$ cat config.mk
export PLATFORM = sky130hd
export DESIGN_NAME = cmp_sqrt
export DESIGN_NICKNAME = d
export VERILOG_FILES = /design/src/sv/cmp_pkg.sv /design/src/sv/cmp_sqrt.sv
export SDC_FILE = /design/constraint.sdc
export NUM_CORES = 2
export LEC_CHECK = 0
export BUFFER_PORTS_ARGS = -buffer_cell sky130_fd_sc_hd__buf_2
export CORE_ASPECT_RATIO = 0.9
export CORE_MARGIN = 2
export CORE_UTILIZATION = 55
export DETAILED_ROUTE_END_ITERATION = 10
export PLACE_DENSITY = 0.74
export SETUP_SLACK_MARGIN = 0.02
export SYNTH_ARGS = -nofsm -noshare
export SYNTH_HDL_FRONTEND = slang
export SYNTH_SLANG_ARGS = --single-unit
$ cat constraint.sdc
create_clock -name clk -period 6.1 [get_ports clk]
set_input_delay 0.915 -clock clk [delete_from_list [all_inputs] [get_ports clk]]
set_output_delay 0.915 -clock clk [all_outputs]
set_load 0.05 [all_outputs]
$ cat src/sv/cmp_pkg.sv
package cmp_pkg;

  // Width of the rotation datapath and of the angle accumulator.
  localparam int ACC_W = 36;
  localparam int GUARD_BITS = 16;
  localparam int ABS_W = 17;

  localparam int SQRT_STEPS = 16;
  // Squares, sum, one register per root bit, rounding.
  localparam int MAG_LAT = SQRT_STEPS + 3;

  localparam int PHASE_FRAC_BITS = 13;
  localparam int PHASE_SHIFT = 32 - PHASE_FRAC_BITS;

  localparam logic [ACC_W-1:0] HALF_PI_Q32 = 36'd6746518852;
  localparam logic [ACC_W-1:0] PI_Q32 = 36'd13493037705;
  localparam logic [ACC_W-1:0] THREE_HALF_PI_Q32 = 36'd20239556557;
  localparam logic [ACC_W-1:0] TWO_PI_Q32 = 36'd26986075409;
  localparam logic [ACC_W:0] PHASE_TOP = {1'b0, TWO_PI_Q32} >> PHASE_SHIFT;

  localparam logic [15:0] MAG_MAX = 16'd46341;

  typedef struct packed {
    logic re_neg;
    logic re_zero;
    logic im_neg;
    logic im_zero;
  } quad_t;

  // Arctangent of 2^-idx in radians with 32 fractional bits, rounded to nearest.
  function automatic logic [31:0] atan_q32(input int unsigned idx);
    logic [31:0] val;
    unique case (idx)
      0: val = 32'd3373259426;
      1: val = 32'd1991351318;
      2: val = 32'd1052175346;
      3: val = 32'd534100635;
      4: val = 32'd268086748;
      5: val = 32'd134174063;
      6: val = 32'd67103403;
      7: val = 32'd33553749;
      8: val = 32'd16777131;
      9: val = 32'd8388597;
      10: val = 32'd4194303;
      default: val = 32'(64'd1 << (32 - idx));
    endcase
    return val;
  endfunction

endpackage

$ cat src/sv/cmp_sqrt.sv
module cmp_sqrt (
  input  logic                       clk,
  input  logic                       rst,
  input  logic                       in_valid,
  input  logic [cmp_pkg::ABS_W-1:0]  ax,
  input  logic [cmp_pkg::ABS_W-1:0]  ay,
  output logic                       out_valid,
  output logic [15:0]                magnitude
);

  localparam int STEPS = cmp_pkg::SQRT_STEPS;
  localparam int RAD_W = 2 * STEPS;
  localparam int ROOT_W = STEPS;
  localparam int REM_W = STEPS + 1;
  localparam int SQ_W = 2 * cmp_pkg::ABS_W;

  logic [SQ_W-1:0] sq_x;
  logic [SQ_W-1:0] sq_y;
  logic            sq_valid;

  logic [RAD_W-1:0]  rad  [STEPS+1];
  logic [ROOT_W-1:0] root [STEPS+1];
  logic [REM_W-1:0]  rem  [STEPS+1];
  logic [STEPS:0]    vld;

  always_ff @(posedge clk) begin
    sq_x <= {{cmp_pkg::ABS_W{1'b0}}, ax} * {{cmp_pkg::ABS_W{1'b0}}, ax};
    sq_y <= {{cmp_pkg::ABS_W{1'b0}}, ay} * {{cmp_pkg::ABS_W{1'b0}}, ay};
    rad[0] <= {1'b0, sq_x[RAD_W-2:0]} + {1'b0, sq_y[RAD_W-2:0]};
    root[0] <= '0;
    rem[0] <= '0;
  end

  always_ff @(posedge clk) begin
    if (rst) begin
      sq_valid <= 1'b0;
      vld[0] <= 1'b0;
    end else begin
      sq_valid <= in_valid;
      vld[0] <= sq_valid;
    end
  end

  for (genvar k = 0; k < STEPS; k++) begin : g_step
    logic [REM_W+1:0] rem_sh;
    logic [REM_W:0]   trial;
    logic             fits;

    assign rem_sh = {rem[k], rad[k][RAD_W-1:RAD_W-2]};
    assign trial = {root[k], 2'b01};
    assign fits = rem_sh >= {1'b0, trial};

    always_ff @(posedge clk) begin
      rem[k+1] <= fits ? REM_W'(rem_sh - {1'b0, trial}) : REM_W'(rem_sh);
      root[k+1] <= {root[k][ROOT_W-2:0], fits};
      rad[k+1] <= {rad[k][RAD_W-3:0], 2'b00};
    end

    always_ff @(posedge clk) begin
      if (rst) begin
        vld[k+1] <= 1'b0;
      end else begin
        vld[k+1] <= vld[k];
      end
    end
  end

  always_ff @(posedge clk) begin
    if (rem[STEPS] > {1'b0, root[STEPS]}) begin
      magnitude <= root[STEPS] + 16'd1;
    end else begin
      magnitude <= root[STEPS];
    end
  end

  always_ff @(posedge clk) begin
    if (rst) begin
      out_valid <= 1'b0;
    end else begin
      out_valid <= vld[STEPS];
    end
  end

endmodule

## Word level (Yosys, flattened, before mapping)

Memories as Yosys holds them, arrays and structs flattened.
Index checks and enable logic that the tools add are counted.

| storage, ports and cells | value |
|---|---|
| register bits | 97 |
| RAM bits | 1105 |
| input port bits | 37 |
| output and inout port bits | 17 |
| memories | 3 |

| operators by class | value |
|---|---|
| $add $sub $neg | 18 |
| multiply operators | 2 |
| $lt $le $gt $ge | 17 |
| mux-type cells | 17 |

Memory list:

| name | depth | width | read ports | clocked after Yosys merged registers in | write ports | RTL line | RTL |
|---|---|---|---|---|---|---|---|
| rad | 17 | 32 | 16 | 0 | 17 | cmp_sqrt.sv:21 | `logic [RAD_W-1:0] rad [STEPS+1];` |
| rem | 17 | 17 | 17 | 0 | 17 | cmp_sqrt.sv:23 | `logic [REM_W-1:0] rem [STEPS+1];` |
| root | 17 | 16 | 17 | 0 | 17 | cmp_sqrt.sv:22 | `logic [ROOT_W-1:0] root [STEPS+1];` |

Operator list:

| kind | count |
|---|---|
| 19-bit by 18-bit >= comparator with 1-bit output | 16 |
| 17-bit 2-to-1 mux | 16 |
| 17-bit subtractor | 16 |
| 17-bit by 17-bit multiplier with 31-bit output | 2 |
| 31-bit by 31-bit adder with 32-bit output | 1 |
| 17-bit by 16-bit greater-than comparator with 1-bit output | 1 |
| 16-bit by 1-bit adder with 16-bit output, second input constant | 1 |
| 16-bit 2-to-1 mux | 1 |

## Depth between registers and ports, before layout

An unclocked memory read counts as a cell.

| logic depth | value |
|---|---|
| word-level depth | 3 |
| depth in mapped cells | 24 |
| gate-level depth less buffers | 23 |

## Worst setup path after synthesis

OpenSTA, ideal clock, no wires.

| path | value |
|---|---|
| path kind | input-to-reg |
| from | in ax[4] in the netlist's numbering |
| to | reg sq_x[30] |
| setup time | 72 ps |
| arrival time | 6527 ps |
| required time | 6028 ps |
| slack | -499 ps |
| stages | 22 |
| path buffers | 2 |
| path through | clkbuf_1 nand2_1 fa_1 inv_1 fa_1 fa_1 fa_1 fa_1 inv_1 fa_1 inv_1 ha_1 clkbuf_1 a2111oi_0 o221ai_1 nand4_1 nand3_1 a41oi_1 a211oi_1 a21o_1 a21oi_1 xnor2_1 |

| between the ends | value |
|---|---|
| cells in the longest elaborated chain, start to end | 1 |

Ends and longest elaborated chain:

| element | RTL line | RTL |
|---|---|---|
| from (decl) | cmp_sqrt.sv:5 | `input logic [cmp_pkg::ABS_W-1:0] ax,` |
| 17-bit by 17-bit multiplier with 31-bit output | cmp_sqrt.sv:27 | `sq_x <= {{cmp_pkg::ABS_W{1'b0}}, ax} * {{cmp_pkg::ABS_W{1'b0}}, ax};` |
| to (signal assigned) | cmp_sqrt.sv:27 |  |
| to (decl) | cmp_sqrt.sv:17 | `logic [SQ_W-1:0] sq_x;` |

No other way between the ends.
A chain may end at the register's enable or synchronous reset.

## Final worst setup path

| path | value |
|---|---|
| from | in ay[2] in the netlist's numbering |
| to | reg sq_y[28] |

| between the ends | value |
|---|---|
| cells in the longest elaborated chain, start to end | 1 |

Ends and longest elaborated chain:

| element | RTL line | RTL |
|---|---|---|
| from (decl) | cmp_sqrt.sv:6 | `input logic [cmp_pkg::ABS_W-1:0] ay,` |
| 17-bit by 17-bit multiplier with 31-bit output | cmp_sqrt.sv:28 | `sq_y <= {{cmp_pkg::ABS_W{1'b0}}, ay} * {{cmp_pkg::ABS_W{1'b0}}, ay};` |
| to (signal assigned) | cmp_sqrt.sv:28 |  |
| to (decl) | cmp_sqrt.sv:18 | `logic [SQ_W-1:0] sq_y;` |

No other way between the ends.

==> key figures <==
Outcome
  – Status: completed

Critical path
  – Setup crit end kind: flop
  – CP max stage cell: fa_1
  – Most Frequent Cell on Critical Path: fa_1
  – Worst Reg-to-Reg Cells: 10
  – Max stage delay on crit path: 0.54 ns
  – Crit path depth: 22
  – Critical Path Start Type: input port
  – Worst-path cell chain: buf_2 -> and2_1 -> fa_1 -> inv_1 -> fa_1 -> inv_1 -> ha_2 -> fa_1 -> inv_1 -> fa_1 -> fa_1 -> inv_1 -> ha_4 -> or3_1 -> o21ai_0 -> a311oi_2 -> o32a_1 -> nand3_1 -> nand2_1 -> a221o_1 -> a221oi_2 -> xnor2_1
  – Critical Path RT: 6.59 ns
  – Max FO, Critical Path: 5
  – Buf/Inv on CP: 5
  – Cell family with most CP delay: adder cells
  – CP arrival: 6.35 ns
  – WS Path Type: input port to flop

Timing
  – RSZ-0062 raised after global routing: yes
  – Fin. Hold Viols: 0
  – Slew headroom: 29.5%
  – Worst-margin pin slew: 1.05 ns
  – Final setup viols: 0
  – Max Freq: 0.170 GHz
  – Max-slew violation count: 0
  – Period minus WS final: 5.87 ns
  – Final Cycle Share: 96.2%
  – Max Clock Skew: 0.0142 ns

Clock network
  – TritonCTS buffer count: 74
  – # clock sinks: 757
  – Hold-fix buffers at CTS: 0
  – Root Driver: clkbuf_16
  – CTS Buffer Depth: 3
  – Htree depth: 3
  – Clock Latency Late Sink: 0.61 ns
  – CTS tree: yes
  – Clock-pin slew on the worst setup and hold paths: 0.06 ns

Die
  – I/O pin total: 54
  – Initial Utilization: 55.8%
  – Die W: 298 µm
  – Die ar.: 80000 µm²
  – Core area: 76600 µm²
  – Die Height: 268 µm
  – Row Count: 96

Place
  – DP Area: 46200 µm²
  – Dpl hpwl: 65800 µm
  – Routability congestion estimate: 0.906
  – Buffers on Ports: 53

Yosys
  – Synth Area in Compound Gates: 8.53%
  – Main synth FF type: dfxtp_1
  – Largest family of logic cells by synthesized area: adder cells
  – Synth top area share: 35.5%
  – Synth top area cells: dfxtp_1, fa_1, ha_1
  – Sequential share of the synthesized area: 35.5%
  – EDFF count, synth: 0
  – Cell Area, Synth: 42700 µm²
  – Simple logic cell fraction of the synthesized area: 11.8%
  – Synthesized flop and latch total: 757
  – Biggest area consumer among synthesized cells: dfxtp_1
  – Yosys warns: 0
  – Synth Area in Adders: 29.4%
  – Mux contribution to synthesized area: 1.14%
  – FFs w/ async S/R, synth: 0%
  – Library cells used by synthesis: 77
  – Post-Synthesis Cells: 4330
  – Syn_area_per_cell: 9.87 µm²
  – XOR/XNOR Fraction of Synth Area: 6.13%
  – Total nets after synthesis: 5142

Finish
  – Layout cells sized above 1: 11.3%
  – Area Overhead vs Synth: 13.9%
  – Post-route cell area: 48700 µm²
  – Nets: 5448
  – Antenna fix cells: 0

Detailed routing
  – Via count: 28770
  – Via/cell ratio: 5.03
  – DRT iter0 DRCs: 1293
  – DRC viols: 0
  – WL final: 81700 µm
  – Post-route ant nets: 0
  – WL per Instance: 14.3 µm
  – 1st-pass router iterations: 5

GRT
  – Initial antenna violation count: 0
  – Total track usage: 21.2%
  – Grt total ovfl: 0
  – Vias in the first global route: 29774
  – First-pass GRT wire length: 140000 µm
  – Pin count of the biggest net entering global routing: 28

Run
  – Maxcap violations: 0

Min path
  – HP Class: flop to flop
  – WHS Path Cells: 0
## layout by cell type (no fill, tap or decap), types with 47 or more instances in the layout
cell | synthesis | routed
ha_1 | 393 | 379
nand2_1 | 310 | 302
xor2_1 | 115 | 115
nor3_1 | 88 | 88
a21oi_1 | 184 | 181
fa_1 | 382 | 380
inv_1 | 780 | 780
and2_1 | 124 | 118
clkbuf_16 | 0 | 76
xnor2_1 | 184 | 184
o21a_1 | 47 | 47
dfxtp_1 | 757 | 757
buf_2 | 10 | 48
a21o_1 | 72 | 72
nor2b_1 | 66 | 66
nor2_1 | 200 | 200
o21ai_0 | 125 | 124
buf_4 | 2 | 249
## synth_stat cells (4+ instances only)
| cell type | instances |
|---|---|
| inv_1 | 780 |
| dfxtp_1 | 757 |
| ha_1 | 393 |
| fa_1 | 382 |
| nand2_1 | 310 |
| nor2_1 | 200 |
| a21oi_1 | 184 |
| xnor2_1 | 184 |
| o21ai_0 | 125 |
| and2_1 | 124 |
| xor2_1 | 115 |
| nor3_1 | 88 |
| a21o_1 | 72 |
| nor2b_1 | 66 |
| clkbuf_1 | 62 |
| o21a_1 | 47 |
| nand3_1 | 44 |
| nand4_1 | 38 |
| nand2b_1 | 37 |
| mux2_2 | 36 |
| or3_1 | 29 |
| nor4_1 | 23 |
| o21bai_1 | 23 |
| o31ai_1 | 16 |
| a31oi_1 | 13 |
| and3_1 | 13 |
| o211ai_1 | 11 |
| or4_1 | 11 |
| buf_2 | 10 |
| a211oi_1 | 9 |
| and4_1 | 9 |
| nand3b_1 | 9 |
| or2_2 | 9 |
| mux2i_1 | 8 |
| a21boi_0 | 7 |
| o31a_1 | 7 |
| o21ai_1 | 6 |
| o41ai_1 | 5 |
| a2111oi_0 | 4 |
| a211o_1 | 4 |
| nand4b_1 | 4 |
| o311ai_0 | 4 |
## per-stage QoR
step | worst slack, ns | utilization (%) | TNS (ns) | hold WS (ns) | std cells
floorplan | -0.00995 | - | -0.00995 | 0.310 | 4330
global placement | -0.384 | 60.2 | -4.72 | 0.310 | 5589
detailed placement | -0.433 | 60.2 | -5.78 | 0.312 | 5589
CTS | 0.190 | 63.5 | 0 | 0.318 | 5718
global route | 0.00682 | 63.5 | 0 | 0.314 | 5718
finish | 0.234 | 63.5 | 0 | 0.314 | 5718
## flip-flops by register name, indices dropped and copies added, names as in the netlist
| name | flops |
|---|---|
| sq_y | 30 |
| sq_x | 30 |
| root | 136 |
| sq_valid | 1 |
| out_valid | 1 |
| rem | 254 |
| magnitude | 16 |
| rad | 272 |
| vld | 17 |
## kinds of logic (layout without fill, tap and decap cells)
family / Yosys count / in the layout
other: 1 / 1
buffers and inverters: 855 / 1214
and+or+nand+nor: 1024 / 1024
muxes: 44 / 44
adders and majority gates: 775 / 775
DFF: 757 / 757
xor gates and xnor gates: 299 / 299
AOI/OAI and AO/OA: 575 / 575
## metal layers
metal	GRT usage, %	share of wire (%)
met1	25.6	43
met3	2.92	3.6
met5	0	0
met2	39.0	50
met4	7.29	3.4
## timing repair
item / CTS / global route
setup buffers: 0 / 0
setup endpoints to repair: 0 / 8
resized for setup: 0 / 15
## worst paths after layout
check | slack, ns | endpoint | from
hold reg to reg | 0.31 | rad[0][410] | rad[0][376]
setup / recovery | 0.23 | sq_y[28] | ay[2]
hold / removal | 0.31 | rad[0][410] | rad[0][376]
setup reg to reg | 2.28 | rem[1][130] | root[0][224]
## final cells by class
class,count,area [µm²]
Multi-Input combinational cell,2718,24700
Inverter,781,2930
Clock buffer,99,2090
Tap cell,1029,1290
Sequential cell,757,15200
Fill cell,6198,27900
Timing Repair Buffer,304,2190
Clock inverter,30,383
Power is left out: the tool's default activity adds up to more than one toggle a clock period on the data nets, which glitch-free logic cannot reach.
