--- config.mk ---
export PLATFORM = sky130hd
export DESIGN_NAME = cmp_cordic
export DESIGN_NICKNAME = d
export VERILOG_FILES = /design/src/sv/cmp_pkg.sv /design/src/sv/cmp_cordic.sv
export SDC_FILE = /design/constraint.sdc
export NUM_CORES = 2
export LEC_CHECK = 0
export BUFFER_PORTS_ARGS = -buffer_cell sky130_fd_sc_hd__buf_2
export CAP_MARGIN = 40
export CORE_UTILIZATION = 45
export CTS_BUF_LIST = sky130_fd_sc_hd__clkbuf_8
export DETAILED_ROUTE_END_ITERATION = 8
export PLACE_DENSITY_LB_ADDON = 0.2
export SETUP_SLACK_MARGIN = 0.1
export SYNTH_ARGS = -nofsm -noshare
export SYNTH_HDL_FRONTEND = slang
export SYNTH_SLANG_ARGS = --single-unit
export TNS_END_PERCENT = 1
--- constraint.sdc ---
create_clock -name clk -period 6.75 [get_ports clk]
set_input_delay 0.3375 -clock clk [delete_from_list [all_inputs] [get_ports clk]]
set_output_delay 0.3375 -clock clk [all_outputs]
set_load 0.01 [all_outputs]
--- src/sv/cmp_pkg.sv ---
package cmp_pkg;

  // Width of the rotation datapath and of the angle accumulator.
  localparam int ACC_W = 36;
  localparam int GUARD_BITS = 16;
  localparam int ABS_W = 17;

  localparam int SQRT_STEPS = 16;
  // Squares, sum, one register per root bit, rounding.
  localparam int MAG_LAT = SQRT_STEPS + 3;

  localparam int PHASE_FRAC_BITS = 13;
  localparam int PHASE_SHIFT = 32 - PHASE_FRAC_BITS;

  localparam logic [ACC_W-1:0] HALF_PI_Q32 = 36'd6746518852;
  localparam logic [ACC_W-1:0] PI_Q32 = 36'd13493037705;
  localparam logic [ACC_W-1:0] THREE_HALF_PI_Q32 = 36'd20239556557;
  localparam logic [ACC_W-1:0] TWO_PI_Q32 = 36'd26986075409;
  localparam logic [ACC_W:0] PHASE_TOP = {1'b0, TWO_PI_Q32} >> PHASE_SHIFT;

  localparam logic [15:0] MAG_MAX = 16'd46341;

  typedef struct packed {
    logic re_neg;
    logic re_zero;
    logic im_neg;
    logic im_zero;
  } quad_t;

  // Arctangent of 2^-idx in radians with 32 fractional bits, rounded to nearest.
  function automatic logic [31:0] atan_q32(input int unsigned idx);
    logic [31:0] val;
    unique case (idx)
      0: val = 32'd3373259426;
      1: val = 32'd1991351318;
      2: val = 32'd1052175346;
      3: val = 32'd534100635;
      4: val = 32'd268086748;
      5: val = 32'd134174063;
      6: val = 32'd67103403;
      7: val = 32'd33553749;
      8: val = 32'd16777131;
      9: val = 32'd8388597;
      10: val = 32'd4194303;
      default: val = 32'(64'd1 << (32 - idx));
    endcase
    return val;
  endfunction

endpackage

--- src/sv/cmp_cordic.sv ---
module cmp_cordic #(
  parameter int ROTATION_STAGES = 16
) (
  input  logic                       clk,
  input  logic                       rst,
  input  logic                       in_valid,
  input  logic [cmp_pkg::ABS_W-1:0]  ax,
  input  logic [cmp_pkg::ABS_W-1:0]  ay,
  input  cmp_pkg::quad_t             quad,
  output logic                       out_valid,
  output logic [15:0]                phase_angle
);

  localparam int W = cmp_pkg::ACC_W;
  localparam int PAD_W = W - cmp_pkg::ABS_W - cmp_pkg::GUARD_BITS;

  logic signed [W-1:0] x [ROTATION_STAGES+1];
  logic signed [W-1:0] y [ROTATION_STAGES+1];
  logic signed [W-1:0] z [ROTATION_STAGES+1];
  cmp_pkg::quad_t      q [ROTATION_STAGES+1];
  logic [ROTATION_STAGES:0] vld;

  logic [W-1:0] th;
  logic [W-1:0] acc;
  logic [W-1:0] acc_next;
  logic         acc_valid;
  logic [W:0]   rounded;
  logic [W:0]   code;

  assign x[0] = signed'({{PAD_W{1'b0}}, ax, {cmp_pkg::GUARD_BITS{1'b0}}});
  assign y[0] = signed'({{PAD_W{1'b0}}, ay, {cmp_pkg::GUARD_BITS{1'b0}}});
  assign z[0] = '0;
  assign q[0] = quad;
  assign vld[0] = in_valid;

  for (genvar i = 0; i < ROTATION_STAGES; i++) begin : g_rot
    localparam logic signed [W-1:0] ATAN_I = signed'(W'(cmp_pkg::atan_q32(i)));
    logic signed [W-1:0] xs;
    logic signed [W-1:0] ys;

    assign xs = x[i] >>> i;
    assign ys = y[i] >>> i;

    always_ff @(posedge clk) begin
      if (!y[i][W-1]) begin
        x[i+1] <= x[i] + ys;
        y[i+1] <= y[i] - xs;
        z[i+1] <= z[i] + ATAN_I;
      end else begin
        x[i+1] <= x[i] - ys;
        y[i+1] <= y[i] + xs;
        z[i+1] <= z[i] - ATAN_I;
      end
      q[i+1] <= q[i];
    end

    always_ff @(posedge clk) begin
      if (rst) begin
        vld[i+1] <= 1'b0;
      end else begin
        vld[i+1] <= vld[i];
      end
    end
  end

  always_comb begin
    priority if (z[ROTATION_STAGES][W-1]) begin
      th = '0;
    end else if (unsigned'(z[ROTATION_STAGES]) > cmp_pkg::HALF_PI_Q32) begin
      th = cmp_pkg::HALF_PI_Q32;
    end else begin
      th = unsigned'(z[ROTATION_STAGES]);
    end
  end

  always_comb begin
    cmp_pkg::quad_t qf;
    qf = q[ROTATION_STAGES];
    priority if (qf.re_zero && qf.im_zero) begin
      acc_next = '0;
    end else if (qf.im_zero) begin
      acc_next = qf.re_neg ? cmp_pkg::PI_Q32 : '0;
    end else if (qf.re_zero) begin
      acc_next = qf.im_neg ? cmp_pkg::THREE_HALF_PI_Q32 : cmp_pkg::HALF_PI_Q32;
    end else if (!qf.re_neg && !qf.im_neg) begin
      acc_next = th;
    end else if (qf.re_neg && !qf.im_neg) begin
      acc_next = cmp_pkg::PI_Q32 - th;
    end else if (qf.re_neg) begin
      acc_next = cmp_pkg::PI_Q32 + th;
    end else begin
      acc_next = cmp_pkg::TWO_PI_Q32 - th;
    end
  end

  assign rounded = {1'b0, acc} + ((W+1)'(1) << (cmp_pkg::PHASE_SHIFT - 1));
  assign code = rounded >> cmp_pkg::PHASE_SHIFT;

  always_ff @(posedge clk) begin
    acc <= acc_next;
    if (code > cmp_pkg::PHASE_TOP) begin
      phase_angle <= cmp_pkg::PHASE_TOP[15:0];
    end else begin
      phase_angle <= code[15:0];
    end
  end

  always_ff @(posedge clk) begin
    if (rst) begin
      acc_valid <= 1'b0;
      out_valid <= 1'b0;
    end else begin
      acc_valid <= vld[ROTATION_STAGES];
      out_valid <= acc_valid;
    end
  end

endmodule

======== Word level (Yosys, flattened, before mapping) ========
Cells that the tools add are included.
storage, ports and cells
  flip-flop bits (word level) ............. 1711
  input bits .............................. 41
  output and inout port bits .............. 17
  word-level logic and storage cells ...... 274
cells by class
  $add $sub $neg .......................... 88
  $lt $le $gt $ge ......................... 2
  muxes and demuxes ....................... 51
  reduce and logical (&&, ||, !) cells .... 5
operator list
  operator                                                               number
  36-bit 2-to-1 mux                                                      46
  35-bit 2-to-1 mux                                                      3
  36-bit by 23-bit adder with 36-bit output                              2
  36-bit by 23-bit adder with 36-bit output, second input constant       2
  36-bit by 24-bit adder with 36-bit output                              2
  36-bit by 25-bit adder with 36-bit output                              2
  36-bit by 26-bit adder with 36-bit output                              2
  36-bit by 27-bit adder with 36-bit output                              2
  36-bit by 28-bit adder with 36-bit output                              2
  36-bit by 29-bit adder with 36-bit output                              2
  36-bit by 30-bit adder with 36-bit output                              2
  36-bit by 31-bit adder with 36-bit output                              2
  36-bit by 32-bit adder with 36-bit output                              2
  36-bit by 33-bit adder with 36-bit output                              2
  36-bit by 34-bit adder with 36-bit output                              2
  36-bit by 23-bit subtractor with 36-bit output                         2
  36-bit by 23-bit subtractor with 36-bit output, second input constant  2
  36-bit by 24-bit subtractor with 36-bit output                         2
  36-bit by 25-bit subtractor with 36-bit output                         2
  36-bit by 26-bit subtractor with 36-bit output                         2
  36-bit by 27-bit subtractor with 36-bit output                         2
  36-bit by 28-bit subtractor with 36-bit output                         2
  36-bit by 29-bit subtractor with 36-bit output                         2
  36-bit by 30-bit subtractor with 36-bit output                         2
  other kinds (46)                                                       53

======== Longest topological paths before layout ========
  depth in word-level cells ............... 9
  depth in mapped cells ................... 23
  mapped depth without buffers ............ 23

======== Least setup slack after synthesis ========
Ideal clock, no wire load.
  path kind ............................... register -> register
  start point ............................. register y (netlist bit g_rot[11].ys[24])
  end point ............................... register y (netlist bit g_rot[12].ys[22])
  arrival ................................. 4.704 ns
  data required time ...................... 6.671 ns
  path slack .............................. 1.967 ns
  cell stages (with the launch flop) ...... 17
  path buffers ............................ 2
  cell sequence ........................... dfxtp_1 -> clkbuf_1 -> clkbuf_1 -> mux2_2 -> fa_1 -> a21o_1 -> a21oi_1 -> o21bai_1 -> a21oi_1 -> o2111a_1 -> o311ai_1 -> a2111oi_2 -> o311ai_1 -> o41ai_2 -> o21ai_0 -> or4b_1 -> o211ai_1
on the way
  word-level cells in the longest chain between the ends .. 1
RTL lines
  what                             RTL line          source
  start, declared                  cmp_cordic.sv:18  logic signed [W-1:0] y [ROTATION_STAGES+1];
  start signal, assigned by index  cmp_cordic.sv:47  y[i+1] <= y[i] - xs;
  start signal, assigned by index  cmp_cordic.sv:51  y[i+1] <= y[i] + xs;
  36-bit 2-to-1 mux                cmp_cordic.sv:45  if (!y[i][W-1]) begin
No other way between the ends.
A chain may end at the register's enable or synchronous reset.

======== Worst setup path in the final report ========
  start point ............................. register x (netlist bit g_rot[6].xs[3])
  end point ............................... register y (netlist bit g_rot[7].ys[27])
on the way
  word-level cells in the longest chain between the ends .. 2
  elaborated cells on any way between the ends .. 3
  those cells by class .................... add/sub (2); mux (1)
RTL lines
  what                                                                                                                RTL line                            source
  start, declared                                                                                                     cmp_cordic.sv:17                    logic signed [W-1:0] x [ROTATION_STAGES+1];
  start signal, assigned by index                                                                                     cmp_cordic.sv:46                    x[i+1] <= x[i] + ys;
  start signal, assigned by index                                                                                     cmp_cordic.sv:50                    x[i+1] <= x[i] - ys;
  36-bit by 30-bit subtractor with 36-bit output / 36-bit by 30-bit adder with 36-bit output (equally long branches)  cmp_cordic.sv:47, cmp_cordic.sv:51
  36-bit 2-to-1 mux *                                                                                                 cmp_cordic.sv:45
Every way passes the cells marked *; elsewhere a longest branch is shown, timed or not.

==> run metrics <==
critical path class reg -> reg; worst hold path depth 3; GR peak layer met2; Final period util roughly four fifths; Routability Congestion 0.928; WP data arrival roughly 6.4 ns; slew of the pin with the lowest slew margin 0.960 ns; largest net degree at the start of global routing 59; Most common cell on crit path a21o_1; TNS Setup 0 ns; Max-Slew Margin vs Limit 35.4%; Cell Count, Final, Fillers Out approximately 15000; CP Capture Type flop; Yosys top cell area share between 20% and 30%; final number of hold-violating endpoints 0; #FFs+latches synth ~1500; Setup Skew 0.0693 ns; Reg area between 20000 and 30000 um2; Final Critical Period between 5 and 6 ns; total grt overflow 0; Starting Density 45.3%; first-pass GRT wire length roughly 430 mm; Layout Nets around 13000; worst reg-to-reg path cell count 18; CTS Buffer Depth 4; # port buffers 57; crit-path cells nor4_1 > nor4b_1 > and2_1 > nor2_1 > xor2_1 > ha_1 > a21o_1 > a21o_1 > a211oi_1 > o31ai_1 > a311o_1 > a21oi_1 > o22ai_1 > a221oi_1 > o211a_1 > o21ai_0 > o41ai_1 > xnor2_1; die height 470 um; Core Region 217000 um2; Boundary Pins 58; HPWL after DPL about 220 mm; # clock sinks ~1500; vias in the first global route 79700; # fillers 20700; sequential fraction of the synthesis area between 20% and 30%; area occupied by multi-input gates approximately 67000 um2; Initial DRT Pass Iterations 8; HP Class in -> reg; met3 Use GR under 10%; worst skew pair latency 1.06 ns; global-route usage over all layers a little under a quarter; Routed wire per std cell about 18 um; EDFF count, synth 0; Placed Instances between 10000 and 15000; H-tree Lvls 5; initial antenna violation count 9; clk slew on worst S/H paths 0.06 ns; TritonCTS clock tree built; Layout Area Growth over Synthesis 10.6%; wirelength, routed 271 mm; drc violations 0; status completed; CTS root buf clkbuf_8; post-synthesis cell type count 94; ANT nets after route 0; Synth Warn # 0; WHS 0.252 ns; first-iteration detailed-routing DRC count 5558; Synth area leader dfxtp_1; cts repair resizes 0; met1 global-route usage a little under a third; Setup-failing EPs final 0; startpoint types flop; Slew Limit Fails 0; routed vias a little over 80000; Inserted Clock Buffers roughly 280; top cells by area, synth dfxtp_1 30%, ha_1 16%, xnor2_1 9.7%, a21oi_1 6.0%, xor2_1 5.1%; Via density ~5.6; Synth Instances between 10000 and 15000; Synth Net Count about 13000; crit-path max FO 6; syn avg cell area approximately 8.5 um2; layout cell share with drive strength beyond 1 about 5.3%; Max Cap Viol 0; Max Freq ~180 MHz; Post-Syn Area 98600 um2; CP required 7.66 ns; async set-or-reset flop fraction in the synthesized netlist 0%; FP Rows around 170; Die W about 470 um; RSZ-0062 raised after global routing no; die area 221000 um2; Main synth FF type dfxtp_1; CP max-delay cell nor4b_1; Largest stage delay, worst path about 0.6 ns; GR met2 Demand/Resource between 30% and 40%
## synth_stat cells, drive strengths merged (45+ instances only)
library cell,number
o21bai,144
and3,119
nor4,107
dfxtp,1458
clkbuf,120
a211oi,82
nand4,58
and2,99
o21ai,542
xnor2,1087
or3,82
o41ai,51
a21boi,55
o21a,187
a21o,407
nand3,181
nand2b,179
o31ai,45
inv,538
nor3,323
nor2,1216
a31oi,124
ha,1234
nor2b,172
nand2,547
a21oi,1172
xor2,570
## area by class of cell
| class | count | share of cell area [%] |
|---|---|---|
| repair buffers | 198 | 1.48 |
| well taps | 2854 | 3.27 |
| multi-input cells | 9405 | 61.2 |
| inverters | 542 | 1.87 |
| clock buffers | 329 | 4.15 |
| flip-flops and latches | 1458 | 26.8 |
| clock inverters | 142 | 1.19 |
| diodes | 4 | 0.00918 |
## repair_timing
item                                   4_1_cts  5_1_grt
hold buffers                                93        0
buffers inserted                             0        0
endpoints found under the hold margin       57        0
## critical path, delay by kind of cell (launching register included)
family                   cells  cell delay, ns
flip-flops                   1            0.36
XOR/XNOR                     2            0.36
adder cells (fa/ha/maj)      1            0.37
AND/OR/NAND/NOR              4            1.35
AO/OA/AOI/OAI               11            2.95
## flip-flops by register name, summed over array words and instances, names as in the netlist, 16 cells and up
| signal | count |
|---|---|
| phase_angle | 16 |
| acc | 18 |
| vld | 16 |
| q | 64 |
| x | 74 |
| y | 89 |
| g_rot.ys | 350 |
| z | 480 |
| g_rot.xs | 349 |
## metrics by stage
step                      area (um2)  setup WS (ns)  util, %
final                         109000           1.25     50.2
after detailed placement      102000           1.31     47.0
after CTS                     109000           1.27     50.2
after global routing          109000          0.812     50.2
after global placement        102000           1.24     47.0
after floorplan                98600           1.97        -
## cells by family (layout without fill, tap and decap cells)
| kind of cell | Yosys count | count (layout) | share of synthesized area [%] |
|---|---|---|---|
| other | 1 | 5 | 0.00380 |
| AND/OR/NAND/NOR | 3259 | 3259 | 15.9 |
| buffers and inverters | 687 | 1211 | 2.63 |
| XOR/XNOR | 1657 | 1657 | 14.7 |
| flip-flops | 1458 | 1458 | 29.6 |
| adder cells (fa/ha/maj) | 1266 | 1266 | 16.3 |
| multiplexers | 59 | 59 | 0.646 |
| AO/OA/AOI/OAI | 3163 | 3163 | 20.2 |
## layout by cell type, fill, tap and decap left out, drive strengths merged, types with 45 or more instances in the layout
cell type | synthesis | layout
clkbuf | 120 | 329
xor2 | 570 | 570
a211oi | 82 | 82
a21o | 407 | 407
inv | 538 | 604
o21ai | 542 | 542
o21bai | 144 | 144
a21boi | 55 | 55
ha | 1234 | 1234
and2 | 99 | 99
dlygate4sd3 | 0 | 93
nor2 | 1216 | 1216
nand3 | 181 | 181
nor4 | 107 | 107
nor2b | 172 | 172
dfxtp | 1458 | 1458
buf | 25 | 104
nor3 | 323 | 323
o41ai | 51 | 51
a31oi | 124 | 124
nand4 | 58 | 58
nand2 | 547 | 547
o31ai | 45 | 45
nand2b | 179 | 179
or3 | 82 | 82
and3 | 119 | 119
a21oi | 1172 | 1172
o21a | 187 | 187
xnor2 | 1087 | 1087
## path summary, 6_finish.rpt
path	start	to	slack (ns)
worst max-delay path	g_rot[6].xs[3]	g_rot[7].ys[27]	1.25
worst min-delay path	rst	vld[8]	0.25
worst max register to register	g_rot[6].xs[3]	g_rot[7].ys[27]	1.25
worst min register to register	z[112]	z[76]	0.31
## per-layer routing
metal	up-vias	wire [um]	part of all wire [%]
met4	4	9580	3.5
met5	-	61	0.023
met3	490	13500	5.0
met1	38900	126000	46
met2	1946	122000	45
li1	41800	-	-
Power is not shown: default switching activity piles up to over one toggle a cycle in this logic, so the estimate is an artifact.
